==> config.mk <==
export PLATFORM = sky130hd
export DESIGN_NAME = http_request_line_parser
export DESIGN_NICKNAME = d
export VERILOG_FILES = /design/src/hw/rtl/hrlp_pkg.sv /design/src/hw/rtl/hrlp_match.sv /design/src/hw/rtl/hrlp_core.sv /design/src/hw/rtl/hrlp_obuf.sv /design/src/hw/rtl/http_request_line_parser.sv
export SDC_FILE = /design/constraint.sdc
export NUM_CORES = 1
export LEC_CHECK = 0
export BUFFER_PORTS_ARGS = -buffer_cell sky130_fd_sc_hd__buf_2
export CAP_MARGIN = 25
export CORE_MARGIN = 2
export CORE_UTILIZATION = 40
export CTS_CLUSTER_DIAMETER = 60
export DETAILED_ROUTE_END_ITERATION = 16
export GPL_TIMING_DRIVEN = 0
export PLACE_DENSITY_LB_ADDON = 0.25
export SYNTH_ARGS = -nofsm -noshare
export SYNTH_HDL_FRONTEND = slang
export SYNTH_SLANG_ARGS = --single-unit
export TNS_END_PERCENT = 5
==> constraint.sdc <==
create_clock -name clk -period 5.7 [get_ports clk]
set_clock_uncertainty 0.2 [all_clocks]
set_input_delay 0.855 -clock clk [delete_from_list [all_inputs] [get_ports clk]]
set_output_delay 0.855 -clock clk [all_outputs]
set_load 0.01 [all_outputs]
==> src/hw/rtl/hrlp_pkg.sv <==
`timescale 1ns / 1ps

package hrlp_pkg;

    typedef logic [7:0] char_t;

    localparam int MAX_REQUEST_BYTES_DEF = 4096;
    localparam int FIELD_W = 13;
    localparam int NUM_VERBS = 8;

    // Parser phases.
    localparam logic [2:0] PH_METHOD    = 3'd0;
    localparam logic [2:0] PH_URI_FIRST = 3'd1;
    localparam logic [2:0] PH_URI       = 3'd2;
    localparam logic [2:0] PH_VER_FIRST = 3'd3;
    localparam logic [2:0] PH_VER       = 3'd4;

    // Status codes.
    localparam logic [1:0] ST_OK      = 2'd0;
    localparam logic [1:0] ST_BAD     = 2'd1;
    localparam logic [1:0] ST_VERSION = 2'd2;

    localparam char_t CH_NUL   = 8'h00;
    localparam char_t CH_LF    = 8'h0A;
    localparam char_t CH_CR    = 8'h0D;
    localparam char_t CH_SPACE = 8'h20;
    localparam char_t CH_QUERY = 8'h3F;
    localparam char_t CH_UPPER_A = 8'h41;
    localparam char_t CH_UPPER_Z = 8'h5A;
    localparam char_t CASE_OFFSET = 8'd32;

    localparam logic [3:0] VER_LEN = 4'd8;
    localparam logic [3:0] VER_SATURATE = 4'd9;
    localparam logic [2:0] METHOD_IDX_MAX = 3'd7;

    // Lower-case method spellings, get through head.
    localparam char_t VERB_TEXT [0:NUM_VERBS-1][0:7] = '{
        '{"g", "e", "t", CH_NUL, CH_NUL, CH_NUL, CH_NUL, CH_NUL},
        '{"p", "o", "s", "t", CH_NUL, CH_NUL, CH_NUL, CH_NUL},
        '{"p", "u", "t", CH_NUL, CH_NUL, CH_NUL, CH_NUL, CH_NUL},
        '{"d", "e", "l", "e", "t", "e", CH_NUL, CH_NUL},
        '{"c", "o", "n", "n", "e", "c", "t", CH_NUL},
        '{"o", "p", "t", "i", "o", "n", "s", CH_NUL},
        '{"t", "r", "a", "c", "e", CH_NUL, CH_NUL, CH_NUL},
        '{"h", "e", "a", "d", CH_NUL, CH_NUL, CH_NUL, CH_NUL}
    };

    localparam logic [2:0] VERB_LEN [0:NUM_VERBS-1] = '{
        3'd3, 3'd4, 3'd3, 3'd6, 3'd7, 3'd7, 3'd5, 3'd4
    };

    localparam char_t PROTO_TEXT [0:7] = '{"h", "t", "t", "p", "/", "1", ".", "1"};

    typedef struct packed {
        logic [1:0]         status;
        logic [2:0]         method_code;
        logic [FIELD_W-1:0] path_length;
        logic               has_query;
        logic [FIELD_W-1:0] query_length;
        logic [FIELD_W-1:0] header_offset;
    } hrlp_result_t;

    function automatic char_t fold_case(input char_t c);
        if (c >= CH_UPPER_A && c <= CH_UPPER_Z) begin
            return c + CASE_OFFSET;
        end
        return c;
    endfunction

endpackage

==> src/hw/rtl/hrlp_match.sv <==
`timescale 1ns / 1ps

module hrlp_match
    import hrlp_pkg::*;
(
    input  char_t      lc_byte,
    input  logic [7:0] cand,
    input  logic [2:0] method_idx,
    input  logic [3:0] ver_idx,
    output logic [7:0] cand_next,
    output logic [2:0] verb_code,
    output logic       verb_ok,
    output logic       ver_char_ok
);

    always_comb
    begin
        for (int k = 0; k < NUM_VERBS; k++)
        begin
            cand_next[k] = cand[k] && (method_idx < VERB_LEN[k])
                && (VERB_TEXT[k][method_idx] == lc_byte);
        end
    end

    // The lowest candidate whose full spelling has been consumed wins.
    always_comb
    begin
        verb_code = 3'd0;
        verb_ok   = 1'b0;
        for (int k = NUM_VERBS - 1; k >= 0; k--)
        begin
            if (cand[k] && VERB_LEN[k] == method_idx)
            begin
                verb_code = 3'(k);
                verb_ok   = 1'b1;
            end
        end
    end

    assign ver_char_ok = (ver_idx < VER_LEN) && (PROTO_TEXT[ver_idx[2:0]] == lc_byte);

endmodule

==> src/hw/rtl/hrlp_core.sv <==
`timescale 1ns / 1ps

module hrlp_core
    import hrlp_pkg::*;
#(
    parameter int MAX_REQUEST_BYTES = MAX_REQUEST_BYTES_DEF
)
(
    input  logic         clk,
    input  logic         rst_n,
    input  logic         go,
    input  char_t        data_byte,
    input  logic         last_byte,
    output logic         res_valid,
    output hrlp_result_t res
);

    localparam int POS_W = $clog2(MAX_REQUEST_BYTES + 1);
    localparam logic [POS_W-1:0] MAX_POS = POS_W'(MAX_REQUEST_BYTES);

    logic [2:0]       phase_reg, phase_next;
    logic [POS_W-1:0] pos_reg, pos_next;
    logic [7:0]       cand_reg, cand_next;
    logic [2:0]       midx_reg, midx_next;
    logic             vmatch_reg, vmatch_next;
    logic [3:0]       vidx_reg, vidx_next;
    logic [POS_W-1:0] uri_reg, uri_next;
    logic [POS_W-1:0] qstart_reg, qstart_next;
    logic             qseen_reg, qseen_next;
    logic             cr_reg, cr_next;
    logic             sent_reg, sent_next;

    char_t            lc_byte;
    logic [7:0]       match_cand;
    logic [2:0]       verb_code;
    logic             verb_ok;
    logic             ver_char_ok;
    logic [POS_W-1:0] pos_inc;
    logic             is_space;
    logic             bad_emit;
    logic             line_emit;
    logic             take_uri;
    logic [POS_W-1:0] plen;
    logic [POS_W-1:0] qlen;
    logic [POS_W+FIELD_W-1:0] plen_wide;
    logic [POS_W+FIELD_W-1:0] qlen_wide;
    logic [POS_W+FIELD_W-1:0] pos_wide;

    assign lc_byte  = fold_case(data_byte);
    assign pos_inc  = pos_reg + 1'b1;
    assign is_space = (data_byte == CH_SPACE);

    hrlp_match u_match (
        .lc_byte     (lc_byte),
        .cand        (cand_reg),
        .method_idx  (midx_reg),
        .ver_idx     (vidx_reg),
        .cand_next   (match_cand),
        .verb_code   (verb_code),
        .verb_ok     (verb_ok),
        .ver_char_ok (ver_char_ok)
    );

    always_comb
    begin
        phase_next  = phase_reg;
        pos_next    = pos_reg;
        cand_next   = cand_reg;
        midx_next   = midx_reg;
        vmatch_next = vmatch_reg;
        vidx_next   = vidx_reg;
        uri_next    = uri_reg;
        qstart_next = qstart_reg;
        qseen_next  = qseen_reg;
        cr_next     = cr_reg;
        sent_next   = sent_reg;
        bad_emit    = 1'b0;
        line_emit   = 1'b0;
        take_uri    = 1'b0;

        if (go)
        begin
            if (!sent_reg)
            begin
                if (data_byte == CH_NUL)
                begin
                    bad_emit = 1'b1;
                end
                else
                begin
                    pos_next = pos_inc;
                    case (phase_reg)
                        PH_METHOD:
                        begin
                            if (is_space)
                            begin
                                phase_next = PH_URI_FIRST;
                            end
                            else
                            begin
                                cand_next = match_cand;
                                if (midx_reg != METHOD_IDX_MAX)
                                begin
                                    midx_next = midx_reg + 1'b1;
                                end
                            end
                        end
                        PH_URI_FIRST:
                        begin
                            if (is_space || !verb_ok)
                            begin
                                bad_emit = 1'b1;
                            end
                            else
                            begin
                                take_uri   = 1'b1;
                                phase_next = PH_URI;
                            end
                        end
                        PH_URI:
                        begin
                            if (is_space)
                            begin
                                phase_next = PH_VER_FIRST;
                            end
                            else
                            begin
                                take_uri = 1'b1;
                            end
                        end
                        default:
                        begin
                            // Version field; its first byte may not be a space.
                            if (phase_reg == PH_VER_FIRST && is_space)
                            begin
                                bad_emit = 1'b1;
                            end
                            else
                            begin
                                phase_next = PH_VER;
                                if (cr_reg)
                                begin
                                    if (data_byte == CH_LF)
                                    begin
                                        line_emit = 1'b1;
                                    end
                                    else
                                    begin
                                        bad_emit = 1'b1;
                                    end
                                end
                                else if (data_byte == CH_CR)
                                begin
                                    cr_next = 1'b1;
                                end
                                else if (data_byte == CH_LF)
                                begin
                                    line_emit = 1'b1;
                                end
                                else
                                begin
                                    if (!ver_char_ok)
                                    begin
                                        vmatch_next = 1'b0;
                                    end
                                    if (vidx_reg < VER_SATURATE)
                                    begin
                                        vidx_next = vidx_reg + 1'b1;
                                    end
                                end
                            end
                        end
                    endcase
                    if (!bad_emit && !line_emit && pos_inc >= MAX_POS)
                    begin
                        bad_emit = 1'b1;
                    end
                end
            end

            if (take_uri)
            begin
                if (data_byte == CH_QUERY && !qseen_reg)
                begin
                    qseen_next  = 1'b1;
                    qstart_next = uri_reg;
                end
                uri_next = uri_reg + 1'b1;
            end

            // A request cut short by its final byte is malformed.
            if (!sent_reg && last_byte && !bad_emit && !line_emit)
            begin
                bad_emit = 1'b1;
            end
            if (bad_emit || line_emit)
            begin
                sent_next = 1'b1;
            end

            if (last_byte)
            begin
                phase_next  = PH_METHOD;
                pos_next    = '0;
                cand_next   = '1;
                midx_next   = '0;
                vmatch_next = 1'b1;
                vidx_next   = '0;
                uri_next    = '0;
                qstart_next = '0;
                qseen_next  = 1'b0;
                cr_next     = 1'b0;
                sent_next   = 1'b0;
            end
        end
    end

    assign plen = qseen_reg ? qstart_reg : uri_reg;
    assign qlen = qseen_reg ? (uri_reg - qstart_reg - 1'b1) : '0;
    assign plen_wide = {{FIELD_W{1'b0}}, plen};
    assign qlen_wide = {{FIELD_W{1'b0}}, qlen};
    assign pos_wide  = {{FIELD_W{1'b0}}, pos_inc};

    assign res_valid = bad_emit || line_emit;

    always_comb
    begin
        res = '0;
        if (bad_emit)
        begin
            res.status = ST_BAD;
        end
        else
        begin
            res.status = (vmatch_reg && vidx_reg == VER_LEN) ? ST_OK : ST_VERSION;
            res.method_code   = verb_code;
            res.path_length   = plen_wide[FIELD_W-1:0];
            res.has_query     = qseen_reg;
            res.query_length  = qlen_wide[FIELD_W-1:0];
            res.header_offset = pos_wide[FIELD_W-1:0];
        end
    end

    always_ff @(posedge clk or negedge rst_n)
    begin
        if (!rst_n)
        begin
            phase_reg  <= PH_METHOD;
            pos_reg    <= '0;
            cand_reg   <= '1;
            midx_reg   <= '0;
            vmatch_reg <= 1'b1;
            vidx_reg   <= '0;
            uri_reg    <= '0;
            qstart_reg <= '0;
            qseen_reg  <= 1'b0;
            cr_reg     <= 1'b0;
            sent_reg   <= 1'b0;
        end
        else
        begin
            phase_reg  <= phase_next;
            pos_reg    <= pos_next;
            cand_reg   <= cand_next;
            midx_reg   <= midx_next;
            vmatch_reg <= vmatch_next;
            vidx_reg   <= vidx_next;
            uri_reg    <= uri_next;
            qstart_reg <= qstart_next;
            qseen_reg  <= qseen_next;
            cr_reg     <= cr_next;
            sent_reg   <= sent_next;
        end
    end

`ifndef SYNTH
    a_rearm_on_last: assert property (@(posedge clk) disable iff (!rst_n)
        go && last_byte |=> phase_reg == PH_METHOD && !sent_reg && pos_reg == '0)
        else $error("parser not rearmed after final byte");

    a_one_result: assert property (@(posedge clk) disable iff (!rst_n)
        sent_reg |-> !res_valid)
        else $error("second result for one request");

    a_result_needs_byte: assert property (@(posedge clk) disable iff (!rst_n)
        res_valid |-> go)
        else $error("result without a byte");

    a_pos_bound: assert property (@(posedge clk) disable iff (!rst_n)
        !sent_reg |-> pos_reg < MAX_POS)
        else $error("byte position past limit while parsing");
`endif

endmodule

==> src/hw/rtl/hrlp_obuf.sv <==
`timescale 1ns / 1ps

module hrlp_obuf
    import hrlp_pkg::*;
(
    input  logic         clk,
    input  logic         rst_n,
    input  logic         push,
    input  hrlp_result_t push_data,
    output logic         room,
    output logic         out_valid,
    input  logic         out_stall,
    output hrlp_result_t out_data
);

    logic [1:0]   count_reg, count_next;
    logic         wr_ptr_reg;
    logic         rd_ptr_reg;
    hrlp_result_t mem_reg [2];
    logic         pop;

    assign out_valid = (count_reg != 2'd0);
    assign out_data  = mem_reg[rd_ptr_reg];
    assign pop       = out_valid && !out_stall;
    assign room      = (count_reg != 2'd2);

    always_comb
    begin
        case ({push, pop})
            2'b10:   count_next = count_reg + 1'b1;
            2'b01:   count_next = count_reg - 1'b1;
            default: count_next = count_reg;
        endcase
    end

    always_ff @(posedge clk or negedge rst_n)
    begin
        if (!rst_n)
        begin
            count_reg  <= 2'd0;
            wr_ptr_reg <= 1'b0;
            rd_ptr_reg <= 1'b0;
        end
        else
        begin
            count_reg <= count_next;
            if (push)
            begin
                wr_ptr_reg <= !wr_ptr_reg;
            end
            if (pop)
            begin
                rd_ptr_reg <= !rd_ptr_reg;
            end
        end
    end

    always_ff @(posedge clk)
    begin
        if (push)
        begin
            mem_reg[wr_ptr_reg] <= push_data;
        end
    end

endmodule

==> src/hw/rtl/http_request_line_parser.sv <==
`timescale 1ns / 1ps

// Channel  Handshake            Payload
// input    in_valid, in_stall   data_byte[7:0], last_byte
// output   out_valid, out_stall status[1:0], method_code[2:0], path_length[12:0],
//                               has_query, query_length[12:0], header_offset[12:0]
//
// One byte is taken per cycle unless the input stalls; each byte is held in the input
// register, and its result, if any, is written to a two-entry output queue.
// Rate is set by the combinational parse step against the parser state registers.
// Reset clears the parser to the method phase and empties both stages.
// The input stalls only while a byte is held and the output queue is full.

module http_request_line_parser
    import hrlp_pkg::*;
#(
    parameter int MAX_REQUEST_BYTES = MAX_REQUEST_BYTES_DEF
)
(
    input  logic         clk,
    input  logic         rst_n,
    input  logic         in_valid,
    output logic         in_stall,
    input  logic [7:0]   data_byte,
    input  logic         last_byte,
    output logic         out_valid,
    input  logic         out_stall,
    output logic [1:0]   status,
    output logic [2:0]   method_code,
    output logic [FIELD_W-1:0] path_length,
    output logic         has_query,
    output logic [FIELD_W-1:0] query_length,
    output logic [FIELD_W-1:0] header_offset
);

    logic         held_reg;
    char_t        byte_reg;
    logic         last_reg;
    logic         room;
    logic         go;
    logic         accept;
    logic         res_valid;
    hrlp_result_t res;
    hrlp_result_t out_data;

    assign go       = held_reg && room;
    assign in_stall = held_reg && !room;
    assign accept   = in_valid && !in_stall;

    always_ff @(posedge clk or negedge rst_n)
    begin
        if (!rst_n)
        begin
            held_reg <= 1'b0;
        end
        else if (accept)
        begin
            held_reg <= 1'b1;
        end
        else if (go)
        begin
            held_reg <= 1'b0;
        end
    end

    always_ff @(posedge clk)
    begin
        if (accept)
        begin
            byte_reg <= data_byte;
            last_reg <= last_byte;
        end
    end

    hrlp_core #(
        .MAX_REQUEST_BYTES (MAX_REQUEST_BYTES)
    ) u_core (
        .clk       (clk),
        .rst_n     (rst_n),
        .go        (go),
        .data_byte (byte_reg),
        .last_byte (last_reg),
        .res_valid (res_valid),
        .res       (res)
    );

    hrlp_obuf u_obuf (
        .clk       (clk),
        .rst_n     (rst_n),
        .push      (res_valid),
        .push_data (res),
        .room      (room),
        .out_valid (out_valid),
        .out_stall (out_stall),
        .out_data  (out_data)
    );

    assign status        = out_data.status;
    assign method_code   = out_data.method_code;
    assign path_length   = out_data.path_length;
    assign has_query     = out_data.has_query;
    assign query_length  = out_data.query_length;
    assign header_offset = out_data.header_offset;

endmodule

==> flow_summary_export.csv <==
group,metric,value,unit
outcome,outcome,"finished, final reports clean",
synthesis,ys.flop_type,"edfxtp_1",
global_routing,grt_usage,0.184,
clock_tree,htree_levels,4,
clock_tree,cts_tree,"yes",
worst_setup_path,critical-path-slowest-cell,"nor3b_1",
final_layout,layout.cells.non_filler,1215,
floorplanning,rows,55,
clock_tree,cts_buffer_depth,2,
final_layout,largest_reg_flops,90,
synthesis,synth_area,9070,sq um
pwr,power_leakage,3.95,nW
synthesis,synth_seq_area_share,0.511,
worst_setup_path,crit_buf_inv,3,
detailed_routing,ant_nets,0,
synthesis,synth_cells,835,
global_routing,top_usage_layer,"met2",
global_routing,grt_max_degree,51,
worst_setup_path,cpLargestDelayFamily,"simple AND/OR/NAND/NOR gates",
floorplanning,coreArea,22400,sq um
worst_setup_path,end_kind,"flip-flop",
pwr,vdd_drop_max,0.218,mV
final_layout,layout_common_cells,"edfxtp_1 (99), buf_2 (73), nor2_1 (66)",
sta,hold_slack,0.102,ns
placement,io_buffer_count,59,
clock_tree,cts.sinks,165,
detailed_routing,first_pass_iters,5,
final_layout,layout-drive-gt1-share,0.194,
global_routing,grt_pass1_vias,6495,
final_layout,diodes,0,
synthesis,yosys_warnings,0,
synthesis,synth_fp_nets,877,
sta,worst_pin_slew,0.756,ns
worst_setup_path,worstPathMaxFanout,31,
worst_setup_path,cp-start-kind,"flip-flop",
final_layout,final_common_cell,"edfxtp_1",
clock_tree,cts_resized,0,
floorplanning,initial_utilization,0.404,
worst_setup_path,cp_data_arrival_time,4.76,ns
worst_setup_path,slowest_delay,0.60,ns
sta,drv_slew,0,
worst_setup_path,path_class,"reg2reg",
synthesis,yosys_register_bits,165,
sta,period_share,0.848,
placement,dp_hpwl,15.1,mm
floorplanning,die_area,23900,sq um
sta,fmax,207,MHz
floorplanning,ios,60,
synthesis,synth_edf_count,99,
synthesis,syn_area_per_cell,10.9,sq um
floorplanning,die_h,155,microns
final_layout,syn_to_final_growth,15.1,%
detailed_routing,drc_errors,0,
worst_setup_path,path_cells,"clkbuf_1, inv_1, ha_1, and3_1, nor3b_1, a21boi_0, a211oi_1, o21ai_1, nor2_4, buf_12",
pwr,power_density,402,nW/um^2
global_routing,grt_first_pass_wirelength,34.7,mm
floorplanning,fp.dieW,155,microns
worst_setup_path,required,5.63,ns
sta,rsz0062_at_grt,"no",
synthesis,async_reset_ff_frac,0.400,
placement,place.gp.congestion,0.895,
clock_tree,numCtsBuffers,17,
detailed_routing,wl,21.3,mm
sta,hold_viol,0,
detailed_routing,vias_per_cell,5.59,
detailed_routing,vias,6794,
sta,maxSlewHeadroom,0.496,
global_routing,grt_overflow_total,0,
clock_tree,cts_setup_buffers,0,
global_routing,antenna_found_initial,0,
clock_tree,clk_latency,0.43,ns
clock_tree,cts_root_buffer,"clkbuf_16",
placement,dp.cells,1183,
run,drv_cap,0,
clock_tree,cts_hold_buf,0,
final_layout,final_nets,959,
sta,setup_viol,0,
worst_hold_path,hold_class,"in2async",
clock_tree,clk_pin_slew_worst_paths,0.06,ns
detailed_routing,drt_iter0_drc,515,
detailed_routing,wire_per_inst,17.5,microns
sta,finalCriticalPeriod,4.83,ns
global_routing,use_met1,0.261,
global_routing,grt_use_met2,0.293,
synthesis,yosys.cell_types.count,76,
global_routing,use_met3,0.0291,
==> synth_stat cells (all sizes together) (6+ instances only) <==
master | count | area, sq um
a211oi | 6 | 45.0
a31oi | 15 | 93.8
a21o | 10 | 75.1
nor4 | 14 | 93.8
xnor2 | 22 | 193
or3 | 6 | 42.5
xor2 | 25 | 219
nand4 | 6 | 37.5
a22o | 15 | 131
nor3 | 26 | 140
dfstp | 9 | 236
clkbuf | 26 | 97.6
nand2 | 48 | 180
edfxtp | 99 | 2970
nor2b | 12 | 75.1
o211ai | 7 | 52.6
nor2 | 68 | 255
a21oi | 29 | 156
buf | 22 | 104
and3 | 10 | 62.6
inv | 34 | 128
ha | 28 | 350
nand3 | 29 | 145
dfrtp | 57 | 1430
or4 | 7 | 52.6
mux2 | 46 | 518
o21a | 6 | 45.0
mux2i | 20 | 200
o21ai | 45 | 225
nand2b | 12 | 75.1
nor3b | 6 | 45.0
==> final cells by class <==
| class | instances | area, sq um |
|---|---|---|
| inverter | 35 | 131 |
| tap | 285 | 357 |
| buffer | 48 | 201 |
| clock inverter | 12 | 174 |
| sequential | 165 | 4640 |
| clock buffer | 20 | 457 |
| timing repair buffer | 63 | 370 |
| fill | 2103 | 12000 |
| multi-input combinational | 587 | 4120 |
==> layer usage <==
metal,vias up,wire [microns]
met5,-,0
met4,0,280
met3,21,940
met2,171,9770
met1,3328,10300
li1,3274,-
==> cells by family (layout without fill, tap and decap cells) <==
| group | Yosys count | after routing | synth area share |
|---|---|---|---|
| AO/OA/AOI/OAI | 182 | 182 | 0.137 |
| XOR/XNOR | 47 | 47 | 0.0454 |
| adder cells (fa/ha/maj) | 29 | 29 | 0.0408 |
| buffers and inverters | 83 | 178 | 0.0367 |
| flip-flops | 165 | 165 | 0.511 |
| multiplexers | 66 | 66 | 0.0792 |
| AND/OR/NAND/NOR | 263 | 263 | 0.150 |
==> stage by stage <==
stage          total power, W  setup WS, ns  area, sq um   util  TNS (ns)
2_1_floorplan         0.00254         0.756         9070      -         0
3_3_place_gp          0.00297         -1.54         9720  0.433   -136.09
3_5_place_dp          0.00299         0.948         9810  0.437         0
4_1_cts               0.00423         0.914        10400  0.466         0
5_1_grt               0.00442         0.618        10400  0.466         0
6_report              0.00420         0.865        10400  0.466         0
==> power by group <==
group          internal, W  switching, W  leakage, nW
clock             0.000757      0.000472        0.311
combinational     0.000549      0.000827         1.87
sequential         0.00148      0.000111         1.77
==> worst paths after layout <==
check,startpoint,to,slack [ns],cells after the start
max,u_core.midx_reg[1],u_obuf.mem_reg[1][6],0.87,10
min,rst_n,u_core.pos_reg[7],0.10,1
max reg2reg,u_core.midx_reg[1],u_obuf.mem_reg[1][6],0.87,10
min reg2reg,u_core.cand_reg[6],u_core.cand_reg[6],0.28,2
max in group asynchronous,rst_n,u_core.vmatch_reg,4.59,2
min in group clk,u_core.cand_reg[6],u_core.cand_reg[6],0.28,2
Note: power is estimated with default switching activity, not from simulation.
